File: src/hdl/ipm_pkg.sv
// Shared types and constants for the inverse perspective pixel map.
package ipm_pkg;

    localparam int CW  = 48;  // coefficient width, Q16.32
    localparam int FW  = 11;  // pixel coordinate field width
    localparam int SW  = 64;  // transform sums at scale 2^33
    localparam int NW  = 66;  // rounded numerator and doubled divisor
    localparam int QW  = 13;  // quotient bits, covers limits up to 8191
    localparam int RW  = NW + QW + 1;  // partial remainder width
    localparam int PW  = CW + FW + 2;  // product width
    localparam int NCOEF = 8;

    localparam logic signed [SW-1:0] HALF_AT_SCALE = SW'(64'sd1 <<< 32);
    localparam logic signed [SW-1:0] ONE_AT_SCALE  = SW'(64'sd1 <<< 33);

    typedef enum logic [3:0] {
        REG_U_X = 4'd0,
        REG_U_Y = 4'd1,
        REG_U_C = 4'd2,
        REG_V_X = 4'd3,
        REG_V_Y = 4'd4,
        REG_V_C = 4'd5,
        REG_W_X = 4'd6,
        REG_W_Y = 4'd7
    } reg_idx_t;

    typedef logic [NCOEF-1:0][CW-1:0] coef_bank_t;

    typedef struct packed {
        logic [FW-1:0] dest_col;
        logic [FW-1:0] dest_row;
    } in_t;

    typedef struct packed {
        logic [FW-1:0] src_col;
        logic [FW-1:0] src_row;
        logic          inside_res;
    } out_t;

    typedef struct packed {
        logic [RW-1:0] rem;
        logic [QW-1:0] quo;
        logic          neg;
    } lane_t;

    typedef struct packed {
        lane_t         u;
        lane_t         v;
        logic [NW-1:0] den;
        logic          bad;
    } div_t;

endpackage

File: src/hdl/ipm_div_cell.sv
// One restoring division cell: settles one quotient bit for both coordinates.
module ipm_div_cell #(
    parameter int SHIFT = 0
) (
    input  logic          clk,
    input  logic          rst_n,
    input  logic          en,
    input  logic          in_vld,
    input  ipm_pkg::div_t in_item,
    output logic          out_vld,
    output ipm_pkg::div_t out_item
);

    logic                   vld_reg;
    ipm_pkg::div_t          item_reg;
    ipm_pkg::div_t          item_next;
    logic [ipm_pkg::RW-1:0] trial;
    logic                   ge_u, ge_v;

    always_comb
    begin
        trial     = ipm_pkg::RW'(in_item.den) << SHIFT;
        ge_u      = in_item.u.rem >= trial;
        ge_v      = in_item.v.rem >= trial;
        item_next = in_item;
        if (ge_u)
        begin
            item_next.u.rem = in_item.u.rem - trial;
        end
        if (ge_v)
        begin
            item_next.v.rem = in_item.v.rem - trial;
        end
        item_next.u.quo = in_item.u.quo | (ipm_pkg::QW'(ge_u) << SHIFT);
        item_next.v.quo = in_item.v.quo | (ipm_pkg::QW'(ge_v) << SHIFT);
    end

    always_ff @(posedge clk or negedge rst_n)
    begin
        if (!rst_n)
        begin
            vld_reg <= 1'b0;
        end
        else if (en)
        begin
            vld_reg <= in_vld;
        end
    end

    always_ff @(posedge clk)
    begin
        if (en)
        begin
            item_reg <= item_next;
        end
    end

    assign out_vld  = vld_reg;
    assign out_item = item_reg;

endmodule

File: config.mk
export PLATFORM = sky130hd
export DESIGN_NAME = ipm_div_cell
export DESIGN_NICKNAME = d
export VERILOG_FILES = /design/src/hdl/ipm_pkg.sv /design/src/hdl/ipm_div_cell.sv
export SDC_FILE = /design/constraint.sdc
export NUM_CORES = 1
export LEC_CHECK = 0
export BUFFER_PORTS_ARGS = -buffer_cell sky130_fd_sc_hd__buf_2
export CORE_MARGIN = 3
export CORE_UTILIZATION = 33
export DETAILED_ROUTE_END_ITERATION = 12
export PLACE_DENSITY = 0.64
export SYNTH_ARGS = -nofsm -noshare
export SYNTH_HDL_FRONTEND = slang
export SYNTH_SLANG_ARGS = --single-unit
File: constraint.sdc
create_clock -name clk -period 1.1 [get_ports clk]
set_clock_uncertainty 0.2 [all_clocks]
set_input_delay 0.165 -clock clk [delete_from_list [all_inputs] [get_ports clk]]
set_output_delay 0.165 -clock clk [all_outputs]
set_load 0.01 [all_outputs]
==> flow_summary.json <==
{
  "status": "complete, but fails checks",
  "violations": "hold timing, setup timing",
  "drv_slew": 0,
  "clockBufferDepth": 3,
  "grt_setup_unrepaired": "yes",
  "final_common_cell": "buf_4",
  "maxCapViolCount": 0,
  "synth_warnings": 0,
  "die_area_sq_um": 59200,
  "place_ws_ps": -2680,
  "fmax_mhz": 352,
  "min_path_cells": 3,
  "fin_cells": 4288,
  "dpl_cell_area_sq_um": 27700,
  "final_util": 0.642,
  "stdcell_area_sq_um": 35600,
  "grt_pass1_vias": 23000,
  "cp-start-kind": "input pin",
  "ioPinCount": 515,
  "clk_pin_slew_ps": 60,
  "hpwl_um": 65000,
  "rows": 86,
  "ys_seq_elements": 256,
  "p_leak_uw": 0.0157,
  "required_ps": 1240,
  "dp_cells": 3864,
  "overflow": 0,
  "path_max_fanout": 3,
  "gp_congestion": 0.925,
  "coreArea_sq_um": 55400,
  "port_buffers": 514,
  "die_w_um": 243,
  "cts_tree": "done",
  "die_y_um": 243,
  "peakVddDrop_mv": 1.20,
  "drtIter0Drc": 1303,
  "firstDrtPassIters": 6,
  "grt.total_usage": 0.284,
  "setup_ws_ps": -1740,
  "grt_max_degree": 23,
  "start_util": 0.335,
  "post-route-drc-count": 0,
  "yosysSeqAreaShare": 0.414,
  "cp-end-kind": "flip-flop",
  "clock_latency_ps": 590,
  "cts_root_buffer": "clkbuf_16",
  "setup_viol": 423,
  "cts.sinks": 256,
  "min_period_over_period": 2.58,
  "routed_via_density": 5.21,
  "nFillCells": 4281,
  "postRouteAntennaNets": 0,
  "worst_slew_pin_slew_ps": 630,
  "hold_viol_final": 111,
  "vias": 22300,
  "whs_ps": -278,
  "grt_pass1_wl_um": 132000,
  "syn_inst": 1975,
  "final_cell_mix": "buf_4, buf_2, dlygate4sd3_1",
  "synthArstFlopShare": 0.00391,
  "syn_area_per_cell_sq_um": 9.41,
  "slew_headroom": 0.576,
  "area_growth_pct": 91.6,
  "yosysUniqueCellTypes": 88,
  "fin_crit_ps": 2840,
  "synth-main-ff-cell": "edfxtp_1",
  "pwr_density_cell_nw_per_um2": 1110,
  "ff2ff_path_depth": 1,
  "cts_made_buffers": 31,
  "crit_type": "in2reg",
  "antenna_found_initial": 4,
  "synth-edff-count": 255,
  "cp.arrival_ps": 2980,
  "avgRoutedWirePerCell_um": 21.0,
  "routed_wl_um": 90100,
  "drive_above_1_share": 0.534,
  "htree_levels": 1,
  "syn-cell-area_sq_um": 18600,
  "hp-class": "in2reg",
  "syn_nets": 2368,
  "fin_nets": 3906
}
-- through the flow --
stage                     setup TNS (ps)  power, uW
after floorplan                  -282220      18800
after global placement           -416280      25600
after detailed placement         -415990      25800
after CTS                        -358460      38200
after global routing             -378790      41000
final                            -357660      39300
-- Yosys cell counts, types with 17 or more instances --
master / instances / share of area
nor3_1: 33 / 0.0089
a31oi_1: 17 / 0.0057
buf_2: 34 / 0.0092
nand2_1: 123 / 0.025
or3_1: 18 / 0.0061
nand3_1: 42 / 0.011
inv_1: 101 / 0.020
clkbuf_1: 48 / 0.0097
ha_1: 132 / 0.089
o21a_1: 20 / 0.0081
nor2_1: 204 / 0.041
xnor2_1: 78 / 0.037
nand2b_1: 22 / 0.0074
o21ai_0: 93 / 0.025
xor2_1: 67 / 0.032
a21oi_1: 273 / 0.074
nand4_1: 61 / 0.021
edfxtp_1: 255 / 0.41
o21bai_1: 26 / 0.011
nor4_1: 21 / 0.0071
a21o_1: 71 / 0.029
-- timing repair --
| item | CTS | global route |
|---|---|---|
| hold buffers | 256 | 2 |
| pin swaps | 90 | 123 |
| endpoints found under the setup margin | 418 | 421 |
| gates resized for setup | 402 | 329 |
| buffers inserted | 68 | 38 |
| cloned | 15 | 3 |
| endpoints found under the hold margin | 478 | 174 |
-- state kept, by name, summed over array words and instances (netlist names) --
register and cells:
out_item 255, out_vld 1
-- cells by family (layout without fill, tap and decap cells) --
logic type	after synthesis	count (layout)	synth area share
buffers and inverters	192	1751	0.0430
AOI/OAI and AO/OA	633	634	0.217
xor gates and xnor gates	145	145	0.0684
muxes	16	16	0.00956
adders and majority gates	134	134	0.0911
other	0	5	0
and+or+nand+nor	599	599	0.157
DFF	256	256	0.414
-- worst max-delay path, cell delays in order --
cell and delay (ps):
buf_8 80, buf_6 100, ha_4 120, fa_2 200
nand2b_4 140, a21oi_4 60, o31a_1 280, or2_4 300
a2111oi_4 490, buf_4 200, nor4_4 40, buf_4 160
buf_6 110, o21ai_4 150, nand2b_4 100, xnor2_4 190
a21oi_2 70
-- layout make-up --
type	instances	area [sq um]	area share
flip-flops and latches	256	7680	0.216
repair buffers	1595	12400	0.349
well taps	748	936	0.0263
clock buffers	36	795	0.0223
inverters	101	457	0.0128
diodes	5	12.5	0.000351
clock inverters	19	219	0.00615
multi-input cells	1528	13100	0.367
-- metal layers --
| metal | track usage | share of wire |
|---|---|---|
| met1 | 0.351 | 0.41 |
| met2 | 0.507 | 0.50 |
| met3 | 0.0433 | 0.058 |
| met4 | 0.0924 | 0.039 |
| met5 | 0 | 0 |
-- where the power goes --
group / internal [uW] / switching, uW
clock: 6100 / 4450
combinational: 8010 / 7950
sequential: 12300 / 496
total: 26400 / 12900
-- worst paths after layout --
path | from | end | slack, ps
min in group asynchronous | rst_n | out_vld$_DFFE_PN0P_ | 220
max reg2reg | out_vld$_DFFE_PN0P_ | out_vld$_DFFE_PN0P_ | 120
min reg2reg | out_vld$_DFFE_PN0P_ | out_vld$_DFFE_PN0P_ | 360
min | in_item[176] | out_item[176]$_DFFE_PP_ | -280
max in group asynchronous | rst_n | out_vld$_DFFE_PN0P_ | 370
max | in_item[1] | out_item[145]$_DFFE_PP_ | -1740
Note: power is estimated with default switching activity, not from simulation.
